## config.mk

```make
export PLATFORM = sky130hd
export DESIGN_NAME = png_chunk_crc_framer
export DESIGN_NICKNAME = d
export VERILOG_FILES = /design/src/rtl/pcf_pkg.sv /design/src/rtl/png_chunk_crc_framer.sv /design/src/rtl/pcf_front.sv /design/src/rtl/pcf_queue.sv /design/src/rtl/pcf_back.sv
export SDC_FILE = /design/constraint.sdc
export NUM_CORES = 1
export LEC_CHECK = 0
export ABC_AREA = 1
export BUFFER_PORTS_ARGS = -buffer_cell sky130_fd_sc_hd__buf_2
export CORE_MARGIN = 2
export CORE_UTILIZATION = 60
export DETAILED_ROUTE_END_ITERATION = 16
export PLACE_DENSITY_LB_ADDON = 0.3
export SLEW_MARGIN = 30
export SYNTH_ARGS = -nofsm -noshare
export SYNTH_HDL_FRONTEND = slang
export SYNTH_SLANG_ARGS = --single-unit
```

## constraint.sdc

```tcl
create_clock -name clock -period 5.15 [get_ports clock]
set_clock_uncertainty 0.1 [all_clocks]
set_input_delay 0.515 -clock clock [delete_from_list [all_inputs] [get_ports clock]]
set_output_delay 0.515 -clock clock [all_outputs]
set_load 0.03 [all_outputs]
```

## src/rtl/pcf_pkg.sv

```systemverilog
package pcf_pkg;

   // Command codes on the request channel
   localparam logic [1:0] CMD_SIG  = 2'd0;
   localparam logic [1:0] CMD_HDR  = 2'd1;
   localparam logic [1:0] CMD_DATA = 2'd2;

   // Job kinds handed from the front end to the serializer
   localparam int          KIND_W         = 3;
   localparam logic [2:0]  KIND_SIG       = 3'd0;
   localparam logic [2:0]  KIND_HDR_OPEN  = 3'd1;
   localparam logic [2:0]  KIND_HDR_CLOSE = 3'd2;
   localparam logic [2:0]  KIND_DATA      = 3'd3;
   localparam logic [2:0]  KIND_DATA_END  = 3'd4;
   localparam logic [2:0]  KIND_ERR       = 3'd5;

   // Final step index of each job kind (one output byte per step)
   localparam int          STEP_W             = 4;
   localparam logic [3:0]  STEP_LAST_SIG      = 4'd7;
   localparam logic [3:0]  STEP_LAST_HDR_OPEN = 4'd7;
   localparam logic [3:0]  STEP_LAST_HDR_CLOSE = 4'd11;
   localparam logic [3:0]  STEP_LAST_DATA_END = 4'd4;
   localparam logic [3:0]  STEP_FIRST         = 4'd0;

   localparam logic [31:0] CRC_POLY = 32'hEDB88320;
   localparam logic [31:0] CRC_INIT = 32'hFFFFFFFF;
   localparam logic [7:0]  ERR_BYTE = 8'h00;

   // Job queue between front and back
   localparam int QDEPTH = 2;
   localparam int QPTR_W = $clog2(QDEPTH);
   localparam int QCNT_W = $clog2(QDEPTH + 1);

   typedef struct packed {
      logic [1:0]  cmd;
      logic [30:0] chunk_length;
      logic [31:0] chunk_type;
      logic [7:0]  data_byte;
   } req_type;

   typedef struct packed {
      logic [7:0] out_byte;
      logic       last;
      logic       err;
   } rsp_type;

   typedef struct packed {
      logic [2:0]  kind;
      logic [30:0] chunk_length;
      logic [31:0] chunk_type;
      logic [7:0]  data_byte;
   } job_type;

   // Fold one byte into a reflected CRC-32
   function automatic logic [31:0] crc_byte(input logic [31:0] crc, input logic [7:0] b);
      logic [31:0] c;
      c = crc ^ {24'd0, b};
      for (int k = 0; k < 8; k++) begin
         if (c[0]) begin
            c = CRC_POLY ^ (c >> 1);
         end else begin
            c = c >> 1;
         end
      end
      return c;
   endfunction

   // Pick byte idx of a word, most significant first
   function automatic logic [7:0] word_byte(input logic [31:0] w, input logic [1:0] idx);
      logic [7:0] b;
      unique case (idx)
         2'd0:    b = w[31:24];
         2'd1:    b = w[23:16];
         2'd2:    b = w[15:8];
         default: b = w[7:0];
      endcase
      return b;
   endfunction

   // Standard PNG file signature
   function automatic logic [7:0] sig_byte(input logic [2:0] idx);
      logic [7:0] b;
      unique case (idx)
         3'd0:    b = 8'd137;
         3'd1:    b = 8'd80;
         3'd2:    b = 8'd78;
         3'd3:    b = 8'd71;
         3'd4:    b = 8'd13;
         3'd5:    b = 8'd10;
         3'd6:    b = 8'd26;
         default: b = 8'd10;
      endcase
      return b;
   endfunction

endpackage

```

## src/rtl/png_chunk_crc_framer.sv

```systemverilog
// Channel   Direction  Handshake              Payload
// req       in         req_valid/req_ready    pcf_pkg::req_type (cmd, length, type, byte)
// rsp       out        rsp_valid/rsp_ready    pcf_pkg::rsp_type (out_byte, last, err)
//
// One output byte leaves per cycle unless rsp_ready stalls or no job waits; pcf_back sets the rate.
// A data transaction yields 1 byte, a signature 8, a header 8 (or 12 when its
// length is zero), the closing data byte 5 (byte plus four CRC bytes).
// Reset is synchronous and clears framing state, CRC and queue; no clear pass.
// A two-entry job queue takes up to two more transactions while rsp stalls;
// the serializer holds while a byte waits in its output register for rsp_ready.
module png_chunk_crc_framer (
   input  logic             clock,
   input  logic             reset,
   input  logic             req_valid,
   output logic             req_ready,
   input  pcf_pkg::req_type req_data,
   output logic             rsp_valid,
   input  logic             rsp_ready,
   output pcf_pkg::rsp_type rsp_data
);

   logic             job_push;
   logic             job_pop;
   logic             job_valid;
   pcf_pkg::job_type push_job;
   pcf_pkg::job_type head_job;

   // Front end: classify commands, track chunk framing and byte count
   pcf_front u_front (
      .clock     (clock),
      .reset     (reset),
      .req_valid (req_valid),
      .req_ready (req_ready),
      .req_data  (req_data),
      .job_push  (job_push),
      .job       (push_job)
   );

   // Decouple classification from serialization
   pcf_queue u_queue (
      .clock     (clock),
      .reset     (reset),
      .push      (job_push),
      .push_job  (push_job),
      .not_full  (req_ready),
      .pop       (job_pop),
      .not_empty (job_valid),
      .head_job  (head_job)
   );

   // Back end: emit bytes, fold CRC, append CRC at chunk close
   pcf_back u_back (
      .clock     (clock),
      .reset     (reset),
      .job_valid (job_valid),
      .head_job  (head_job),
      .job_pop   (job_pop),
      .rsp_valid (rsp_valid),
      .rsp_ready (rsp_ready),
      .rsp_data  (rsp_data)
   );

endmodule

```

## src/rtl/pcf_front.sv

```systemverilog
module pcf_front (
   input  logic             clock,
   input  logic             reset,
   input  logic             req_valid,
   input  logic             req_ready,
   input  pcf_pkg::req_type req_data,
   output logic             job_push,
   output pcf_pkg::job_type job
);

   logic        chunk_open_ff, chunk_open_in;
   logic [30:0] bytes_left_ff, bytes_left_in;
   logic [30:0] bytes_dec;

   assign job_push  = req_valid && req_ready;
   assign bytes_dec = bytes_left_ff - 31'd1;

   // Classify the command against the chunk framing state
   always_comb begin
      chunk_open_in    = chunk_open_ff;
      bytes_left_in    = bytes_left_ff;
      job.kind         = pcf_pkg::KIND_ERR;
      job.chunk_length = req_data.chunk_length;
      job.chunk_type   = req_data.chunk_type;
      job.data_byte    = req_data.data_byte;
      priority if (req_data.cmd == pcf_pkg::CMD_SIG && !chunk_open_ff) begin
         job.kind = pcf_pkg::KIND_SIG;
      end else if (req_data.cmd == pcf_pkg::CMD_HDR && !chunk_open_ff) begin
         if (req_data.chunk_length == 31'd0) begin
            job.kind = pcf_pkg::KIND_HDR_CLOSE;
         end else begin
            job.kind      = pcf_pkg::KIND_HDR_OPEN;
            chunk_open_in = 1'b1;
            bytes_left_in = req_data.chunk_length;
         end
      end else if (req_data.cmd == pcf_pkg::CMD_DATA && chunk_open_ff) begin
         bytes_left_in = bytes_dec;
         if (bytes_dec == 31'd0) begin
            job.kind      = pcf_pkg::KIND_DATA_END;
            chunk_open_in = 1'b0;
         end else begin
            job.kind = pcf_pkg::KIND_DATA;
         end
      end else begin
         job.kind = pcf_pkg::KIND_ERR;
      end
   end

   always_ff @(posedge clock) begin
      if (reset) begin
         chunk_open_ff <= 1'b0;
         bytes_left_ff <= '0;
      end else if (job_push) begin
         chunk_open_ff <= chunk_open_in;
         bytes_left_ff <= bytes_left_in;
      end
   end

endmodule

```

## src/rtl/pcf_queue.sv

```systemverilog
module pcf_queue (
   input  logic             clock,
   input  logic             reset,
   input  logic             push,
   input  pcf_pkg::job_type push_job,
   output logic             not_full,
   input  logic             pop,
   output logic             not_empty,
   output pcf_pkg::job_type head_job
);

   pcf_pkg::job_type                  mem_ff [pcf_pkg::QDEPTH];
   logic [pcf_pkg::QPTR_W-1:0]        wr_ptr_ff, rd_ptr_ff;
   logic [pcf_pkg::QCNT_W-1:0]        count_ff;

   assign not_full  = count_ff != pcf_pkg::QCNT_W'(pcf_pkg::QDEPTH);
   assign not_empty = count_ff != '0;
   assign head_job  = mem_ff[rd_ptr_ff];

   always_ff @(posedge clock) begin
      if (push) begin
         mem_ff[wr_ptr_ff] <= push_job;
      end
   end

   always_ff @(posedge clock) begin
      if (reset) begin
         wr_ptr_ff <= '0;
         rd_ptr_ff <= '0;
         count_ff  <= '0;
      end else begin
         if (push) begin
            wr_ptr_ff <= wr_ptr_ff + pcf_pkg::QPTR_W'(1);
         end
         if (pop) begin
            rd_ptr_ff <= rd_ptr_ff + pcf_pkg::QPTR_W'(1);
         end
         if (push && !pop) begin
            count_ff <= count_ff + pcf_pkg::QCNT_W'(1);
         end else if (pop && !push) begin
            count_ff <= count_ff - pcf_pkg::QCNT_W'(1);
         end
      end
   end

endmodule

```

## src/rtl/pcf_back.sv

```systemverilog
module pcf_back (
   input  logic             clock,
   input  logic             reset,
   input  logic             job_valid,
   input  pcf_pkg::job_type head_job,
   output logic             job_pop,
   output logic             rsp_valid,
   input  logic             rsp_ready,
   output pcf_pkg::rsp_type rsp_data
);

   logic                        busy_ff, busy_in;
   logic [pcf_pkg::STEP_W-1:0]  step_ff, step_in;
   pcf_pkg::job_type            hold_ff;
   logic [31:0]                 crc_ff, crc_in;
   logic                        rsp_valid_ff, rsp_valid_in;
   pcf_pkg::rsp_type            rsp_data_ff, rsp_data_in;

   pcf_pkg::job_type            cur;
   logic [pcf_pkg::STEP_W-1:0]  step;
   logic [pcf_pkg::STEP_W-1:0]  step_m1;
   logic [31:0]                 crc_final;
   logic                        adv;
   logic                        final_step;
   logic                        fold;
   logic                        close;
   logic [7:0]                  byte_val;

   assign cur       = busy_ff ? hold_ff : head_job;
   assign step      = busy_ff ? step_ff : pcf_pkg::STEP_FIRST;
   assign step_m1   = step - pcf_pkg::STEP_W'(1);
   assign crc_final = crc_ff ^ pcf_pkg::CRC_INIT;
   assign adv       = (busy_ff || job_valid) && (!rsp_valid_ff || rsp_ready);
   assign job_pop   = adv && !busy_ff;

   // Byte, fold and close decode for the current job step
   always_comb begin
      byte_val   = pcf_pkg::ERR_BYTE;
      final_step = 1'b1;
      fold       = 1'b0;
      close      = 1'b0;
      unique case (cur.kind)
         pcf_pkg::KIND_SIG: begin
            byte_val   = pcf_pkg::sig_byte(step[2:0]);
            final_step = step == pcf_pkg::STEP_LAST_SIG;
         end
         pcf_pkg::KIND_HDR_OPEN, pcf_pkg::KIND_HDR_CLOSE: begin
            if (step[3:2] == 2'd0) begin
               byte_val = pcf_pkg::word_byte({1'b0, cur.chunk_length}, step[1:0]);
            end else if (step[3:2] == 2'd1) begin
               byte_val = pcf_pkg::word_byte(cur.chunk_type, step[1:0]);
               fold     = 1'b1;
            end else begin
               byte_val = pcf_pkg::word_byte(crc_final, step[1:0]);
            end
            if (cur.kind == pcf_pkg::KIND_HDR_OPEN) begin
               final_step = step == pcf_pkg::STEP_LAST_HDR_OPEN;
            end else begin
               final_step = step == pcf_pkg::STEP_LAST_HDR_CLOSE;
               close      = final_step;
            end
         end
         pcf_pkg::KIND_DATA: begin
            byte_val   = cur.data_byte;
            fold       = 1'b1;
            final_step = 1'b1;
         end
         pcf_pkg::KIND_DATA_END: begin
            if (step == pcf_pkg::STEP_FIRST) begin
               byte_val = cur.data_byte;
               fold     = 1'b1;
            end else begin
               byte_val = pcf_pkg::word_byte(crc_final, step_m1[1:0]);
            end
            final_step = step == pcf_pkg::STEP_LAST_DATA_END;
            close      = final_step;
         end
         default: begin
            byte_val   = pcf_pkg::ERR_BYTE;
            final_step = 1'b1;
         end
      endcase
   end

   always_comb begin
      busy_in      = busy_ff;
      step_in      = step_ff;
      crc_in       = crc_ff;
      rsp_valid_in = rsp_valid_ff;
      rsp_data_in  = rsp_data_ff;
      if (adv) begin
         busy_in           = !final_step;
         step_in           = step + pcf_pkg::STEP_W'(1);
         rsp_valid_in      = 1'b1;
         rsp_data_in.out_byte = byte_val;
         rsp_data_in.last  = final_step;
         rsp_data_in.err   = cur.kind == pcf_pkg::KIND_ERR;
         if (close) begin
            crc_in = pcf_pkg::CRC_INIT;
         end else if (fold) begin
            crc_in = pcf_pkg::crc_byte(crc_ff, byte_val);
         end
      end else if (rsp_ready) begin
         rsp_valid_in = 1'b0;
      end
   end

   always_ff @(posedge clock) begin
      if (reset) begin
         busy_ff      <= 1'b0;
         step_ff      <= '0;
         crc_ff       <= pcf_pkg::CRC_INIT;
         rsp_valid_ff <= 1'b0;
      end else begin
         busy_ff      <= busy_in;
         step_ff      <= step_in;
         crc_ff       <= crc_in;
         rsp_valid_ff <= rsp_valid_in;
      end
   end

   always_ff @(posedge clock) begin
      if (job_pop) begin
         hold_ff <= head_job;
      end
      rsp_data_ff <= rsp_data_in;
   end

   assign rsp_valid = rsp_valid_ff;
   assign rsp_data  = rsp_data_ff;

endmodule
```

==> impl_metrics.toml, run 1 <==
[sta]
rsz0062_at_grt = "no"
fmax_mhz = 246
relSlewSlack_pct = 34.0
tightest_slew_ns = 0.989
slew_viol_final = 0
period_needed_ns = 4.07
hold_violations = 0
finalSetupTns_ns = 0
setup_violations = 0
min_period_over_period_pct = 78.9

[hold_path]
min_path_cells = 1
hold_end = "u_queue.mem_ff[0][30]"
holdCritStartpoint = "req_data[30]"
hold_path_class = "in2reg"

[pwr]
p_per_area_mw_per_mm2 = 767
power_uw = 13300
p_leak_uw = 0.00759
vdd_drop_max_uv = 522

[cts]
clkSinkCount = 307
root_buffer = "clkbuf_16"
clockBufferDepth = 3
cts_resized = 0
cts_setup_buffers = 0
cts_inserted_buffers = 34
h-tree-depth = 2
ctsHoldBuffers = 0
clkTransAtPathRegs_ns = 0.06
clock_latency_ns = 0.54
cts_tree = "yes"

[critical_path]
crit_start = "u_back.busy_ff"
rr_worst_depth = 19
crit_fanout = 12
timing.rr.start = "u_back.busy_ff"
cp-start-kind = "register"
crit_type = "reg2reg"
critPathArrivalTime_ns = 4.37
reg2reg_to = "u_back.crc_ff[28]"
required_ns = 5.46
critPathCaptureType = "register"
rrSetupSlack_ns = 1.08

[routing]
postRouteAntennaNets = 0
dr.first_iter.drc_count = 1603
drt_wl_total_um = 43000
wl_per_cell_um = 19.1
vias = 13200
viasPerCell = 5.86
drt-pass1-iter-count = 6
drc = 0

[place]
dp_cells = 2184
place_congestion = 0.987
dpl.hpwl_um = 29400
io_buffers = 88

[global_route]
grt_use_total_pct = 32.5
overflow = 0
antenna_found_initial = 1
grt_util_met3_pct = 5.81
top_usage_layer = "met2"
gr-usage-met2_pct = 51.4
grt_pass1_vias = 12500
met1_usage_pct = 45.5
grt_max_degree = 73
grt_pass1_wl_um = 67300

[final_layout]
nNetsFinal = 1978
syn_to_final_growth_pct = 12.4
final_cells = 2247
final_util_pct = 68.9
drive_gt1_share_pct = 12.2
fill_cells = 1918
multi_input_area_mm2 = 0.00617
register_area_mm2 = 0.00847

[die]
die_area_mm2 = 0.0270
ios = 89
initial_utilization_pct = 61.3
die_w_um = 164
rows = 58
coreArea_mm2 = 0.0252
die_h_um = 164

[logic_synthesis]
synth.area.top_cells = "edfxtp_1, nand2_1, dfxtp_1"
synth_cell_types = 49
netlist_area_mm2 = 0.0154
ys_async_sr_fraction_pct = 0
synth_area_leader_cell = "edfxtp_1"
synth_edf_count = 232
netlist_instances = 1814
ys.flop_type = "edfxtp_1"
yosysMostFrequentCell = "nand2_1"
syn_nets = 1902
yosys_warnings = 0
yosys-top-cells-count = "nand2_1, edfxtp_1, nor2_1, a21oi_1, inv_1"
ys_ff_latch = 307
ys_seq_area_share_pct = 54.9
netlist.area_leader.share_pct = 45.2
syn-mean-instance-area_um2 = 8.51

[job]
maxCapViolations = 0

[outcome]
outcome = "complete, no violations"
-- layout make-up --
cell class | instances | share of cell area [%]
multi-input cells | 1312 | 35.6
diodes | 1 | 0.0144
well taps | 330 | 2.38
clock inverters | 25 | 1.83
repair buffers | 110 | 3.66
inverters | 125 | 2.71
flip-flops and latches | 307 | 48.8
clock buffers | 37 | 4.97
-- per-stage QoR --
stage | instance area [um^2] | worst slack [ns] | hold WS (ns)
5_1_grt | 17300 | 0.776 | 0.0504
2_1_floorplan | 15400 | 0.634 | 0.337
3_5_place_dp | 16200 | 1.18 | 0.382
6_report | 17300 | 1.08 | 0.0660
4_1_cts | 17300 | 1.19 | 0.0520
3_3_place_gp | 16200 | 1.26 | 0.357
-- cell usage in the layout, fill, tap and decap left out, types with 3 or more instances in the layout --
cell / Yosys / layout
nand3_1: 107 / 107
a31oi_1: 10 / 10
buf_2: 24 / 88
nand4_1: 21 / 21
nand3_2: 9 / 9
xnor2_1: 11 / 11
clkinv_2: 0 / 6
inv_1: 115 / 114
nor2_4: 1 / 3
nor4_1: 9 / 9
nand2_2: 25 / 25
o211ai_1: 22 / 22
clkbuf_16: 0 / 34
buf_4: 3 / 19
a21oi_1: 119 / 119
nor3_1: 6 / 6
o21ai_1: 8 / 8
clkbuf_1: 33 / 3
nand2_1: 614 / 614
bufinv_16: 0 / 5
o21ai_0: 101 / 100
o21a_1: 5 / 5
and2_1: 3 / 3
clkinv_1: 1 / 9
or2_2: 9 / 9
dfxtp_1: 75 / 74
xor2_1: 23 / 23
ha_1: 11 / 11
nand3b_1: 5 / 5
edfxtp_1: 232 / 232
inv_2: 9 / 10
nor2_2: 4 / 5
nor2_1: 168 / 165
-- metal layers --
metal,wire (um),up-vias
li1,-,6218
met1,17700,6140
met2,20000,677
met3,4050,123
met4,1290,0
met5,0,-
-- where the power goes --
group	switching, uW	total (uW)	leakage, uW	internal, uW
sequential	334	3920	0.00281	3580
combinational	4890	6850	0.00421	1960
clock	1040	2530	0.000572	1490
total	6270	13300	0.00759	7040
-- critical path, cell delays in order, from the launching register on --
cell and delay (ns):
dfxtp_1 0.49, nand2_1 0.22, inv_1 0.18, ha_1 0.52, inv_1 0.37, nor2_1 0.18
nand2_1 0.06, nand3_1 0.06, nand2_1 0.05, nand2_1 0.12, nand3_2 0.11, nand2_2 0.10
nand2_1 0.05, nand2_1 0.42, nand2_1 0.13, nand2_1 0.21, xor2_1 0.24, nand2_1 0.10
a21oi_1 0.12, o21ai_1 0.08
-- worst max-delay path by stage --
stage,endpoint,slack [ns],cells after the start
final,u_back.crc_ff[28],1.08,19
after global routing,u_back.crc_ff[28],0.78,19
after CTS,u_back.crc_ff[20],1.19,18
after detailed placement,u_back.crc_ff[20],1.18,18
after global placement,u_back.crc_ff[20],1.26,18
after floorplan,u_queue.mem_ff[1][0],0.63,4
-- logic make-up (layout without fill, tap and decap cells) --
logic type                 count (synthesis)  after routing  synth area share [%]
and+or+nand+nor                          989            989                  27.0
DFF                                      307            307                  54.9
AOI/OAI and AO/OA                        277            277                  9.93
buffers and inverters                    195            297                  5.25
xor gates and xnor gates                  35             35                  2.04
adders and majority gates                 11             11                 0.892
other                                      0              1                     0
-- registers in the layout, summed over array words and instances, names as in the netlist, 2 cells and up, named ones only --
signal and count:
u_front.bytes_left_ff 31, u_back.step_ff 4, u_queue.count_ff 2, u_queue.mem_ff 148
u_back.hold_ff 74, u_back.crc_ff 32, u_back.rsp_data 10
Note: power is estimated with default switching activity, not from simulation.
==> inputs of run 2 (changes only) <==
Clock period 5.15 ns to 4.15 ns, I/O delays scaled along.
==> run 2 against run 1 <==
Flip-flop and latch count stayed put. Maximum frequency is 8.6% higher. Critical path depth is 1 lower. Clock power is 24% higher. Critical path type unchanged. Critical endpoint unchanged.
==> impl_metrics.toml, run 2 (synthesis results as in run 1) <==
[outcome]
outcome = "complete, no violations"

[global_route]
grt_pass1_wl_um = 66400
antenna_found_initial = 0
grt_max_degree = 75
grt_use_total_pct = 32.1
overflow = 0
grt_pass1_vias = 12300

[routing]
drt_wl_total_um = 43300
wl_per_cell_um = 18.9
postRouteAntennaNets = 0
viasPerCell = 5.80
drc = 0
vias = 13300
drt-pass1-iter-count = 9
dr.first_iter.drc_count = 1513

[critical_path]
rrSetupSlack_ns = 0.41
timing.rr.start = "u_back.busy_ff"
critPathArrivalTime_ns = 4.05
critPathCaptureType = "register"
reg2reg_to = "u_back.crc_ff[28]"
required_ns = 4.46
cp-start-kind = "register"
crit_type = "reg2reg"
crit_fanout = 20
rr_worst_depth = 18

[pwr]
vdd_drop_max_uv = 659
clkPwrFrac_pct = 18.9
p_leak_uw = 0.00777
swShare_pct = 46.9
seqPwrFrac_pct = 29.2
p_sw_uw = 7780
comb_power_share_pct = 51.9
p_per_area_mw_per_mm2 = 934
power_uw = 16600
power.internal_uw = 8810

[sta]
hold_violations = 0
setup_violations = 0
period_needed_ns = 3.74
finalSetupTns_ns = 0
fmax_mhz = 267
tightest_slew_ns = 0.956
min_period_over_period_pct = 90.2
rsz0062_at_grt = "no"
slew_viol_final = 0
relSlewSlack_pct = 36.2

[final_layout]
largest_reg_flops = 148
syn_to_final_growth_pct = 15.2
drive_gt1_share_pct = 12.4
nNetsFinal = 2022
multi_input_area_mm2 = 0.00617
layout_common_cells = "nand2_1, edfxtp_1, nor2_1"
regMostFlops = "u_queue.mem_ff"
fill_cells = 1902
register_area_mm2 = 0.00847
final_common_cell = "nand2_1"
reg_top3 = "u_queue.mem_ff x148, u_back.hold_ff x74, u_back.crc_ff x32"
insertedDiodeCount = 0

[job]
maxCapViolations = 0

[place]
dpl.hpwl_um = 29000
io_buffers = 88
place_congestion = 1.00

[cts]
clock_latency_ns = 0.53
clockBufferDepth = 3
root_buffer = "clkbuf_16"
cts_tree = "yes"
clkTransAtPathRegs_ns = 0.06
cts_setup_buffers = 0
clkSinkCount = 307
h-tree-depth = 2
cts_inserted_buffers = 34

[die]
die_w_um = 164
rows = 58
die_h_um = 164
initial_utilization_pct = 61.3
coreArea_mm2 = 0.0252
ios = 89
die_area_mm2 = 0.0270

[hold_path]
hold_end = "u_queue.mem_ff[1][60]"
min_path_cells = 1
holdCritStartpoint = "req_data[60]"
hold_path_class = "in2reg"
run 2: cell count changes in the layout (fill, tap and decap cells not counted), sizes merged:
cell,before,now
dlygate4sd3,0,38
clkbuf,37,45
diode,1,0
clkinv,18,12
clkinvlp,1,2
bufinv,5,4
buf,110,116
inv,126,124
run 2: repair_timing:
item	CTS	global route
hold buffers	38	0
resized for setup	0	0
hold endpoints to repair	76	0
run 2: worst max-delay path by stage:
stage                              endpoint  cells after the start      startpoint  slack (ns)
final                     u_back.crc_ff[28]                     18  u_back.busy_ff        0.41
after global routing      u_back.crc_ff[28]                     18  u_back.busy_ff        0.19
after CTS                 u_back.crc_ff[28]                     18  u_back.busy_ff        0.54
after detailed placement  u_back.crc_ff[28]                     18  u_back.busy_ff        0.58
after global placement    u_back.crc_ff[28]                     18  u_back.busy_ff        0.61
after floorplan           u_back.hold_ff[0]                      7  u_back.busy_ff        0.46
run 2: layout make-up:
| type | instances | area share (%) |
|---|---|---|
| well taps | 330 | 2.32 |
| multi-input cells | 1312 | 34.7 |
| clock inverters | 17 | 1.35 |
| repair buffers | 154 | 6.08 |
| inverters | 125 | 2.64 |
| flip-flops and latches | 307 | 47.6 |
| clock buffers | 45 | 5.24 |
run 2: critical path, stage by stage, from the launching register on:
cell	delay [ns]
dfxtp_1	0.33
buf_4	0.22
inv_2	0.29
buf_4	0.27
or2_0	0.15
nand2_2	0.10
nand2_4	0.13
nand3_4	0.15
inv_2	0.20
nand3_2	0.12
nand2_2	0.11
nand2_1	0.06
nand2_1	0.39
nand2_1	0.13
nand2_1	0.17
xor2_1	0.34
nand2_1	0.12
a21oi_1	0.15
o21ai_1	0.08
run 2: metrics by stage:
| stage | setup slack (ns) | hold WS, ns | cells | util, % | cell area (um^2) |
|---|---|---|---|---|---|
| 2_1_floorplan | 0.461 | 0.337 | 1814 | - | 15400 |
| 3_3_place_gp | 0.613 | 0.355 | 2190 | 64.4 | 16200 |
| 3_5_place_dp | 0.581 | 0.367 | 2190 | 64.4 | 16200 |
| 4_1_cts | 0.538 | 0.000904 | 2290 | 70.6 | 17800 |
| 5_1_grt | 0.186 | 0.00416 | 2290 | 70.6 | 17800 |
| 6_report | 0.408 | 0.0130 | 2290 | 70.6 | 17800 |
run 2: power by group through the flow:
stage	registers, uW	clock network (uW)	logic [uW]
6_report	4850	3130	8620
5_1_grt	4910	3270	9520
4_1_cts	4830	3150	8420
3_5_place_dp	4880	0	8350
3_3_place_gp	4850	0	8270
2_1_floorplan	4900	0	6100
run 2: per-layer routing:
layer	wire length (um)	global-route usage, %	part of all wire (%)
met3	4140	5.96	9.6
met5	0	0	0
met1	17700	43.9	41
met2	20300	52.4	47
met4	1150	9.45	2.7
